File: config.mk
export PLATFORM = sky130hd
export DESIGN_NAME = interrupt_priority_task_queue
export DESIGN_NICKNAME = d
export VERILOG_FILES = /design/src/sv/iptq_pkg.sv /design/src/sv/interrupt_priority_task_queue.sv
export VERILOG_INCLUDE_DIRS = /design/src /design/src/sv
export SDC_FILE = /design/constraint.sdc
export NUM_CORES = 1
export LEC_CHECK = 0
export ABC_AREA = 1
export BUFFER_PORTS_ARGS = -buffer_cell sky130_fd_sc_hd__buf_2
export CAP_MARGIN = 40
export CORE_MARGIN = 3
export CORE_UTILIZATION = 60
export CTS_CLUSTER_SIZE = 16
export DETAILED_ROUTE_END_ITERATION = 10
export HOLD_SLACK_MARGIN = 0.08
export PLACE_DENSITY = 0.8
export SLEW_MARGIN = 10
export SYNTH_ARGS = -nofsm -noshare
export SYNTH_HDL_FRONTEND = slang
export SYNTH_SLANG_ARGS = --single-unit
export TNS_END_PERCENT = 5
File: constraint.sdc
create_clock -name clk_i -period 5.2 [get_ports clk_i]
set_input_delay 1.04 -clock clk_i [delete_from_list [all_inputs] [get_ports clk_i]]
set_output_delay 1.04 -clock clk_i [all_outputs]
set_load 0.02 [all_outputs]
File: src/sv/interrupt_priority_task_queue_macros.svh
// Assertion macros for the interrupt priority task queue.
`ifndef INTERRUPT_PRIORITY_TASK_QUEUE_MACROS_SVH
`define INTERRUPT_PRIORITY_TASK_QUEUE_MACROS_SVH

// Check that cons holds in the same cycle as ante.
`define IPTQ_ASSERT_NOW(label, ante, cons, msg) \
  label: assert property (@(posedge clk_i) disable iff (!rst_ni) (ante) |-> (cons)) \
    else $error(msg);

// Check that cons holds in the cycle after ante.
`define IPTQ_ASSERT_NEXT(label, ante, cons, msg) \
  label: assert property (@(posedge clk_i) disable iff (!rst_ni) (ante) |=> (cons)) \
    else $error(msg);

`endif

File: src/sv/iptq_pkg.sv
// Shared types and constants of the interrupt priority task queue.
package iptq_pkg;

  localparam int DefaultQueueDepth = 16;
  localparam int CfgAddrW          = 5;
  localparam int CfgDataW          = 32;
  localparam int NumVectors        = 3;

  localparam logic [1:0] OpEnqueue   = 2'd0;
  localparam logic [1:0] OpInterrupt = 2'd1;
  localparam logic [1:0] OpDequeue   = 2'd2;

  localparam logic [1:0] StatusOk      = 2'd0;
  localparam logic [1:0] StatusFull    = 2'd1;
  localparam logic [1:0] StatusBadVect = 2'd2;

  localparam logic [2:0] RegAdcPrio    = 3'd0;
  localparam logic [2:0] RegTimer0Prio = 3'd1;
  localparam logic [2:0] RegTimer1Prio = 3'd2;
  localparam logic [2:0] RegAdcHid     = 3'd3;
  localparam logic [2:0] RegTimer0Hid  = 3'd4;
  localparam logic [2:0] RegTimer1Hid  = 3'd5;

  localparam logic [1:0] VecAdc    = 2'd0;
  localparam logic [1:0] VecTimer0 = 2'd1;
  localparam logic [1:0] VecTimer1 = 2'd2;

  localparam logic [7:0] ResetAdcPrio    = 8'd250;
  localparam logic [7:0] ResetTimer0Prio = 8'd249;
  localparam logic [7:0] ResetTimer1Prio = 8'd248;
  localparam logic [3:0] ResetAdcHid     = 4'd0;
  localparam logic [3:0] ResetTimer0Hid  = 4'd1;
  localparam logic [3:0] ResetTimer1Hid  = 4'd2;

  typedef struct packed {
    logic [1:0] op;
    logic [3:0] handler_id;
    logic [7:0] priority_req;
    logic [2:0] vector;
  } in_t;

  typedef struct packed {
    logic       valid_res;
    logic [3:0] out_handler;
    logic [7:0] out_priority;
    logic [1:0] status;
    logic [4:0] occupancy;
  } out_t;

  typedef struct packed {
    logic [3:0] hid;
    logic [7:0] prio;
  } entry_t;

endpackage

File: src/sv/interrupt_priority_task_queue.sv
// An enqueue steps through a scan and a compare state for each held entry of lower priority,
// moving it one place toward the tail, and then writes the new entry; a dequeue of a held
// entry reads it in a dequeue state. Every transaction ends in a finish state that waits until
// the output is free. One transaction at a time: the input stalls until the queue is idle.
// Reset: count and head pointer clear, registers take defaults; entries are not cleared.
// Top level of the interrupt priority task queue.
`include "interrupt_priority_task_queue_macros.svh"

module interrupt_priority_task_queue
  import iptq_pkg::*;
#(
  parameter int QUEUE_DEPTH = DefaultQueueDepth
) (
  input  logic                clk_i,
  input  logic                rst_ni,
  input  logic                in_valid_i,
  output logic                in_stall_o,
  input  in_t                 in_data_i,
  output logic                out_valid_o,
  input  logic                out_stall_i,
  output out_t                out_data_o,
  input  logic                psel,
  input  logic                penable,
  input  logic                pwrite,
  input  logic [CfgAddrW-1:0] paddr,
  input  logic [CfgDataW-1:0] pwdata,
  output logic [CfgDataW-1:0] prdata,
  output logic                pready
);

  localparam int AW = $clog2(QUEUE_DEPTH);
  localparam int CW = $clog2(QUEUE_DEPTH + 1);
  localparam logic [AW:0]   DepthW  = (AW+1)'(QUEUE_DEPTH);
  localparam logic [CW-1:0] DepthC  = CW'(QUEUE_DEPTH);
  localparam logic [AW-1:0] LastIdx = AW'(QUEUE_DEPTH - 1);

  typedef enum logic [2:0] {StIdle, StScan, StCmp, StDeq, StFinish} state_e;

  state_e        state_q;
  logic [CW-1:0] cnt_q;
  logic [AW-1:0] head_q;
  logic [AW-1:0] idx_q;
  entry_t        new_q;
  out_t          res_q;
  out_t          out_q;
  logic          out_valid_q;

  logic [7:0] cfg_prio_q [NumVectors];
  logic [3:0] cfg_hid_q  [NumVectors];

  entry_t mem [QUEUE_DEPTH];
  entry_t rd_q;

  logic          accept;
  logic          cfg_we;
  logic [2:0]    cfg_idx;
  logic [AW-1:0] idx_sel;
  logic [AW:0]   sum;
  logic [AW:0]   phys;
  logic [AW-1:0] addr;
  logic [AW-1:0] rd_addr;
  logic          mem_we;
  entry_t        mem_wd;
  logic          rd_ge;
  entry_t        vec_entry;
  logic          out_free;

  function automatic out_t status_res(logic [1:0] st);
    out_t r;
    r        = '0;
    r.status = st;
    return r;
  endfunction

  assign accept      = in_valid_i && (state_q == StIdle);
  assign in_stall_o  = (state_q != StIdle);
  assign out_valid_o = out_valid_q;
  assign out_data_o  = out_q;
  assign pready      = 1'b1;
  assign cfg_we      = psel && penable && pwrite;
  assign cfg_idx     = paddr[4:2];
  assign out_free    = !out_valid_q || !out_stall_i;
  assign rd_ge       = (rd_q.prio >= new_q.prio);

  always_comb begin
    idx_sel = idx_q;
    if (state_q == StScan && idx_q != '0) begin
      idx_sel = idx_q - 1'b1;
    end
    sum  = {1'b0, head_q} + {1'b0, idx_sel};
    phys = (sum >= DepthW) ? (sum - DepthW) : sum;
    addr = phys[AW-1:0];
    rd_addr = (state_q == StIdle) ? head_q : addr;
    mem_we = (state_q == StCmp) || (state_q == StScan && idx_q == '0);
    mem_wd = (state_q == StCmp && !rd_ge) ? rd_q : new_q;
  end

  always_comb begin
    case (in_data_i.vector[1:0])
      VecAdc:    vec_entry = '{hid: cfg_hid_q[0], prio: cfg_prio_q[0]};
      VecTimer0: vec_entry = '{hid: cfg_hid_q[1], prio: cfg_prio_q[1]};
      VecTimer1: vec_entry = '{hid: cfg_hid_q[2], prio: cfg_prio_q[2]};
      default:   vec_entry = '{hid: cfg_hid_q[0], prio: cfg_prio_q[0]};
    endcase
  end

  always_comb begin
    case (cfg_idx)
      RegAdcPrio:    prdata = CfgDataW'(cfg_prio_q[0]);
      RegTimer0Prio: prdata = CfgDataW'(cfg_prio_q[1]);
      RegTimer1Prio: prdata = CfgDataW'(cfg_prio_q[2]);
      RegAdcHid:     prdata = CfgDataW'(cfg_hid_q[0]);
      RegTimer0Hid:  prdata = CfgDataW'(cfg_hid_q[1]);
      RegTimer1Hid:  prdata = CfgDataW'(cfg_hid_q[2]);
      default:       prdata = '0;
    endcase
  end

  always_ff @(posedge clk_i) begin
    if (mem_we) begin
      mem[addr] <= mem_wd;
    end
    rd_q <= mem[rd_addr];
  end

  always_ff @(posedge clk_i or negedge rst_ni) begin
    if (!rst_ni) begin
      cfg_prio_q[0] <= ResetAdcPrio;
      cfg_prio_q[1] <= ResetTimer0Prio;
      cfg_prio_q[2] <= ResetTimer1Prio;
      cfg_hid_q[0]  <= ResetAdcHid;
      cfg_hid_q[1]  <= ResetTimer0Hid;
      cfg_hid_q[2]  <= ResetTimer1Hid;
    end else if (cfg_we) begin
      case (cfg_idx)
        RegAdcPrio:    cfg_prio_q[0] <= pwdata[7:0];
        RegTimer0Prio: cfg_prio_q[1] <= pwdata[7:0];
        RegTimer1Prio: cfg_prio_q[2] <= pwdata[7:0];
        RegAdcHid:     cfg_hid_q[0]  <= pwdata[3:0];
        RegTimer0Hid:  cfg_hid_q[1]  <= pwdata[3:0];
        RegTimer1Hid:  cfg_hid_q[2]  <= pwdata[3:0];
        default:       ;
      endcase
    end
  end

  always_ff @(posedge clk_i or negedge rst_ni) begin
    if (!rst_ni) begin
      state_q     <= StIdle;
      cnt_q       <= '0;
      head_q      <= '0;
      idx_q       <= '0;
      out_valid_q <= 1'b0;
      new_q       <= '0;
      res_q       <= '0;
      out_q       <= '0;
    end else begin
      if (out_valid_q && !out_stall_i && state_q != StFinish) begin
        out_valid_q <= 1'b0;
      end
      case (state_q)
        StIdle: begin
          if (accept) begin
            idx_q <= cnt_q[AW-1:0];
            case (in_data_i.op)
              OpEnqueue: begin
                new_q <= '{hid: in_data_i.handler_id, prio: in_data_i.priority_req};
                if (cnt_q == DepthC) begin
                  res_q   <= status_res(StatusFull);
                  state_q <= StFinish;
                end else begin
                  res_q   <= status_res(StatusOk);
                  state_q <= StScan;
                end
              end
              OpInterrupt: begin
                new_q <= vec_entry;
                if (in_data_i.vector >= 3'(NumVectors)) begin
                  res_q   <= status_res(StatusBadVect);
                  state_q <= StFinish;
                end else if (cnt_q == DepthC) begin
                  res_q   <= status_res(StatusFull);
                  state_q <= StFinish;
                end else begin
                  res_q   <= status_res(StatusOk);
                  state_q <= StScan;
                end
              end
              OpDequeue: begin
                res_q   <= status_res(StatusOk);
                state_q <= (cnt_q != '0) ? StDeq : StFinish;
              end
              default: begin
                res_q   <= status_res(StatusOk);
                state_q <= StFinish;
              end
            endcase
          end
        end
        StScan: begin
          if (idx_q == '0) begin
            cnt_q   <= cnt_q + 1'b1;
            state_q <= StFinish;
          end else begin
            state_q <= StCmp;
          end
        end
        StCmp: begin
          if (rd_ge) begin
            cnt_q   <= cnt_q + 1'b1;
            state_q <= StFinish;
          end else begin
            idx_q   <= idx_q - 1'b1;
            state_q <= StScan;
          end
        end
        StDeq: begin
          res_q   <= '{valid_res: 1'b1, out_handler: rd_q.hid, out_priority: rd_q.prio,
                       status: StatusOk, occupancy: 5'd0};
          head_q  <= (head_q == LastIdx) ? '0 : head_q + 1'b1;
          cnt_q   <= cnt_q - 1'b1;
          state_q <= StFinish;
        end
        StFinish: begin
          if (out_free) begin
            out_q       <= '{valid_res: res_q.valid_res, out_handler: res_q.out_handler,
                             out_priority: res_q.out_priority, status: res_q.status,
                             occupancy: 5'(cnt_q)};
            out_valid_q <= 1'b1;
            state_q     <= StIdle;
          end
        end
        default: state_q <= StIdle;
      endcase
    end
  end

  `IPTQ_ASSERT_NOW(a_cnt_bound, 1'b1, cnt_q <= DepthC, "entry count above depth")
  `IPTQ_ASSERT_NOW(a_scan_not_full, state_q == StScan || state_q == StCmp,
                   cnt_q < DepthC, "insert scan on a full queue")
  `IPTQ_ASSERT_NEXT(a_deq_count, state_q == StDeq, cnt_q == $past(cnt_q) - 1'b1,
                    "dequeue did not drop the count")
  `IPTQ_ASSERT_NOW(a_valid_ok, out_valid_o && out_data_o.valid_res,
                   out_data_o.status == StatusOk, "dequeued entry with error status")
  `IPTQ_ASSERT_NOW(a_full_occ, out_valid_o && out_data_o.status == StatusFull,
                   out_data_o.occupancy == 5'(QUEUE_DEPTH), "full status without full occupancy")

endmodule

After elaboration in Yosys (flattened, before gate mapping)
Memories as Yosys holds them, arrays and structs flattened. A register that Yosys moved wholly into a read port is not among the register bits.
Cells that the tools add are included.
{"block": "word_totals", "reg_bits": 100, "ram_bits": 192, "out_inout_bits": 55, "mem_count": 1}
{"block": "op_classes", "add_sub_neg": 6, "n_lt_le_gt_ge": 3, "n_eq_ne": 21, "muxes": 33, "n_reduce_logical": 36}
{"memory": "mem", "words": 16, "word_bits": 12, "rd": 1, "rd_ports_with_merged_regs": 1, "write_ports": 1, "line": "interrupt_priority_task_queue.sv:51", "text": "entry_t mem [QUEUE_DEPTH];"}
{"op": "$pmux 12 s2", "n": 2}
{"op": "$pmux 8 s6", "n": 1}
{"op": "$pmux 20 s2", "n": 1}
{"op": "$mux 4", "n": 6}
{"op": "$mux 3", "n": 7}
{"op": "$mux 20", "n": 1}
{"op": "$reduce_and 2->1", "n": 9}
{"op": "$pmux 3 s5", "n": 1}
{"op": "$pmux 5 s3", "n": 1}
{"op": "$pmux 7 s2", "n": 1}
{"op": "$eq 3x2->1 const B", "n": 4}
{"op": "$mux 12", "n": 1}
{"op": "$mux 5", "n": 2}
{"op": "$eq 3x3->1 const B", "n": 3}
{"op": "$pmux 3 s3", "n": 1}
{"op": "$reduce_and 3->1", "n": 3}
{"op": "$ge 8x8->1", "n": 1}
{"op": "$logic_and 1x1->1", "n": 8}
{"op": "$ne 2x2->1 const B", "n": 4}
{"op": "$pmux 4 s2", "n": 1}
{"op": "$sub 4x1->4 const B", "n": 2}
{"op": "$mux 7", "n": 1}
{"op": "$eq 3x1->1 const B", "n": 2}
{"op": "$logic_not 3->1", "n": 2}
{"op": "other kinds (22)", "n": 34}

Logic depth before layout (Yosys ltp)
{"block": "depth", "depth_word": 7, "depth_mapped": 19, "ltp_nobuf": 18}

Least setup slack after synthesis
Ideal clock, no wire load.
{"block": "synth_path", "path_type": "register to register", "startpoint": "reg idx_q[0]", "endpoint": "mem mem[10][0] in the netlist's numbering (enable)", "setup_time_ns": 0.380, "arrival_ns": 2.562, "required_ns": 4.820, "path_slack_ns": 2.258, "stages_incl_launch_ff": 12, "path_buffers": 0, "cell_sequence": "dfrtp_1 inv_1 ha_1 nand3_1 nand2_2 xor2_1 ha_1 inv_1 fa_1 inv_1 nand3_1 nor2_1"}
{"block": "synth_via", "elab_chain_len": 6, "elab_cells_between_ends": 13, "cone_classes": "add/sub: 3; order compare: 1; mux: 4; reduce/logical: 5"}
{"element": "from (decl)", "line": "interrupt_priority_task_queue.sv:42", "text": "logic [AW-1:0] idx_q;"}
{"element": "from (signal assigned)", "line": "interrupt_priority_task_queue.sv:164", "text": "idx_q <= cnt_q[AW-1:0];"}
{"element": "from (signal assigned)", "line": "interrupt_priority_task_queue.sv:213", "text": "idx_q <= idx_q - 1'b1;"}
{"element": "parallel branches: the longest is 6 deep, another holds $add 4x4->5"}
{"element": "to (decl)", "line": "interrupt_priority_task_queue.sv:51"}
Several ways; the timed one is not identified.

Worst setup path in the final report
{"block": "layout_path", "startpoint": "reg idx_q[0]", "endpoint": "reg rd_q[1] (netlist name)"}
{"block": "layout_via", "elab_chain_len": 7, "elab_cells_between_ends": 9, "cone_classes": "add/sub: 3; order compare: 1; mux: 3; reduce/logical: 2"}
{"element": "parallel branches: the longest is 2 deep, another holds $sub 4x1->4"}
{"element": "$mux 4 *", "line": "interrupt_priority_task_queue.sv:87", "text": "if (state_q == StScan && idx_q != '0) begin"}
{"element": "$add 4x4->5 *", "line": "interrupt_priority_task_queue.sv:90", "text": "sum = {1'b0, head_q} + {1'b0, idx_sel};"}
{"element": "$sub 4x1->4 or $ge 5x5->1 (tied branches)", "line": "interrupt_priority_task_queue.sv:91", "text": "phys = (sum >= DepthW) ? (sum - DepthW) : sum;"}
{"element": "$mux 4 *", "line": "interrupt_priority_task_queue.sv:91"}
{"element": "$mux 4 *", "line": "interrupt_priority_task_queue.sv:93", "text": "rd_addr = (state_q == StIdle) ? head_q : addr;"}
Mark *: on every way between the ends.
A chain may end at the register's enable or synchronous reset.

==> results.sh <==
export IMPL_start_kind="flip-flop"
export IMPL_p_total_uw=10530
export IMPL_slowest_stage="inv_1"
export IMPL_cp_data_required_time_ns=5.69
export IMPL_overflow=0
export IMPL_r2r_cells=18
export IMPL_ys_seq_elements=304
export IMPL_root_buffer="clkbuf_16"
export IMPL_slowest_delay_ns=0.72
export IMPL_viasPerCell=5.469
export IMPL_ant_nets=0
export IMPL_yosysSeqAreaShare_pct=58.91
export IMPL_coreArea_um2=23610
export IMPL_hold_ws_ns=0.4809
export IMPL_grt_pass1_vias=11105
export IMPL_synth_area_leader_cell="edfxtp_1"
export IMPL_p_seq_share_pct=33.9
export IMPL_fin_crit_ns=3.858
export IMPL_fp_row_count=56
export IMPL_hpwlAfterDp_um=21350
export IMPL_crit_type="reg -> reg"
export IMPL_switchingPower_uw=4581
export IMPL_cts_path_max_buffers=3
export IMPL_h_tree_depth=1
export IMPL_ys_types=37
export IMPL_min_to="out_data_o[9]"
export IMPL_rsz0062_at_grt="false"
export IMPL_clk_latency_ns=0.56
export IMPL_post_cts_setup_buffer_count=0
export IMPL_vias=11009
export IMPL_wl_per_cell_um=16.47
export IMPL_crit_top_cell="nand2_1"
export IMPL_synth_avg_cell_area_um2=9.052
export IMPL_io_buffers=64
export IMPL_r2r_start="idx_q[0]"
export IMPL_relSlewSlack_pct=37.60
export IMPL_synth_area_top_cells="edfxtp_1, dfrtp_1, nand2_1"
export IMPL_die_area_um2=26040
export IMPL_final_net_count=1752
export IMPL_p_leak_uw=0.007630
export IMPL_path_cells="inv_1 > ha_1 > nand3_1 > nand2_2 > xor2_1 > ha_1 > inv_1 > fa_1 > xor2_1 > inv_1 > nand2_1 > o21ai_2 > buf_4 > inv_1 > nand2_1 > nand2_1 > nand2_1 > nand2_1"
export IMPL_cts_tree="yes"
export IMPL_io_pins=116
export IMPL_outcome="finished clean"
export IMPL_hold_depth=2
export IMPL_cap_violations=0
export IMPL_cp_data_arrival_time_ns=4.35
export IMPL_cts_resized=0
export IMPL_clkPwrFrac_pct=19.8
export IMPL_rr_endpoint="rd_q[1]"
export IMPL_drc=0
export IMPL_clk_pin_slew_ns=0.06
export IMPL_die_w_um=161.4
export IMPL_worst_pin_slew_ns=0.9350
export IMPL_die_y_um=161.4
export IMPL_fillers=1743
export IMPL_clock_skew_ns=0.02038
export IMPL_drt_wl_total_um=33150
export IMPL_finalHoldViolations=0
export IMPL_synth_area_um2=14480
export IMPL_diodes=0
export IMPL_drt_first_pass_iters=5
export IMPL_syn_to_final_growth_pct=11.18
export IMPL_grt_pass1_wl_um=54340
export IMPL_grt_max_degree=62
export IMPL_fin_crit_sh_pct=74.19
export IMPL_syn_inst=1600
export IMPL_grt_use_total_pct=25.81
export IMPL_max_freq_mhz=259.2
export IMPL_r2r_slack_ns=1.34
export IMPL_start_util_pct=61.33
export IMPL_p_int_uw=5951
export IMPL_gp_congestion=0.9222
export IMPL_setup_violations_final=0
export IMPL_numCtsBuffers=30
export IMPL_yosysTopAreaCellShare_pct=39.81
export IMPL_ir_worst_vdd_mv=0.3940
export IMPL_power_density_nw_per_um2=654.1
export IMPL_drive_gt1_share_pct=10.57
export IMPL_drv_slew=0
export IMPL_holdBufCountCts=0
export IMPL_cts_sinks=304
export IMPL_critical_path_max_fanout=25
export IMPL_combinationalPowerShare_pct=46.4
export IMPL_antenna_found_initial=0
export IMPL_setup_tns_ns=0
export IMPL_min_delay_path_class="reg -> reg"
export IMPL_drt_first_iter_violations=938
export IMPL_hold_path_startpoint="out_data_o[9]"
export IMPL_switching_share_pct=43.50
export IMPL_cp_end_kind="flip-flop"
export IMPL_ys_warnings_count=0
==> routing by layer <==
layer / vias to the layer above / GRT usage (%) / wire [µm]
met5: - / 0 / 0
met4: 0 / 9.542 / 957
met3: 89 / 3.873 / 2587
met2: 487 / 44.28 / 16340
met1: 5160 / 33.58 / 13260
li1: 5273 / - / -
==> cell families (layout without fill, tap and decap cells) <==
kind of cell	after synthesis	after routing	synth area share (%)
xor+xnor	8	8	0.4838
simple gates	697	697	20.38
buf+inv	385	456	11.08
other cells	2	25	0.05186
flops	304	304	58.91
compound gates	182	182	7.093
fa+ha+maj	21	21	1.918
mux	1	1	0.07775
==> through the flow <==
step	instance area [µm²]	utilization (%)	instances	setup slack, ns
after CTS	16100	68.19	2013	1.395
after floorplan	14570	-	1623	2.258
after detailed placement	15160	64.19	1957	1.437
after global placement	15020	63.63	1944	1.582
after global routing	16100	68.19	2013	1.058
final	16100	68.19	2013	1.342
==> critical path, delay by kind of cell (launching register included) <==
kind                       cells  cell delay, ns
buffers and inverters          5            1.29
adders and majority gates      3            0.83
and+or+nand+nor                7            0.79
xor gates and xnor gates       2            0.45
DFF                            1            0.37
AOI/OAI and AO/OA              1            0.05
==> cells in the mapped netlist, drive strengths merged <==
| cell | n |
|---|---|
| o21a | 1 |
| nand2 | 420 |
| o211ai | 12 |
| conb | 2 |
| mux2 | 1 |
| dfrtp | 81 |
| edfxtp | 192 |
| nor2 | 43 |
| nand3 | 224 |
| a21oi | 34 |
| buf | 61 |
| a22oi | 10 |
| o22ai | 20 |
| xor2 | 8 |
| clkinv | 1 |
| clkbuf | 28 |
| o21ai | 99 |
| nor3 | 3 |
| a2bb2oi | 5 |
| o311ai | 1 |
| ha | 19 |
| dfstp | 19 |
| nand4 | 6 |
| dfxtp | 12 |
| inv | 295 |
| nand3b | 1 |
| fa | 2 |
==> sequential cells by signal, summed over array words and instances (netlist names), 5 cells and up <==
signal and count:
cnt_q 5, cfg_prio_q 24, out_data_o 20, rd_q 12
res_q 15, new_q 12, cfg_hid_q 12, mem 192
==> placed cells by master, fill, tap and decap left out, types with 4 or more instances in the layout <==
cell type / n
buf_6: 7
ha_1: 19
a2bb2oi_1: 5
nand2_1: 418
o211ai_1: 12
edfxtp_1: 192
dfxtp_1: 12
o21ai_0: 95
nor2_1: 42
inv_1: 293
nand3_1: 221
clkbuf_16: 31
dfrtp_1: 81
buf_4: 33
clkbuf_8: 4
buf_2: 63
clkbuf_1: 10
a22oi_1: 10
clkinv_2: 5
clkinv_1: 5
dfstp_2: 19
nand4_1: 6
o22ai_1: 20
xor2_1: 8
a21oi_1: 34
conb_1: 25
==> power groups by stage <==
| stage | Combinational, µW | Clock [µW] | Sequential, µW |
|---|---|---|---|
| after floorplan | 3420 | 0 | 3620 |
| after global placement | 4640 | 0 | 3590 |
| after detailed placement | 4820 | 0 | 3600 |
| after CTS | 4860 | 2100 | 3560 |
| after global routing | 5510 | 2200 | 3600 |
| final | 4880 | 2080 | 3570 |
==> cell type report <==
type                       instances  area, µm²  share of cell area (%)
clock inverter                    11      77.57                  0.4818
tap                              319      399.1                   2.479
sequential                       304       8532                   52.99
inverter                         296       1111                   6.900
timing repair buffer             104      656.9                   4.080
multi-input combinational        934       4457                   27.68
clock buffer                      45      868.3                   5.393
==> how the worst max path moves through the flow <==
stage / from / to
global route: idx_q[0] / rd_q[1]
floorplan: idx_q[0] / mem[10][0]
finish: idx_q[0] / rd_q[1]
global placement: idx_q[0] / rd_q[11]
detailed placement: idx_q[0] / rd_q[3]
CTS: idx_q[0] / rd_q[3]
Note: power is estimated with default switching activity, not from simulation.
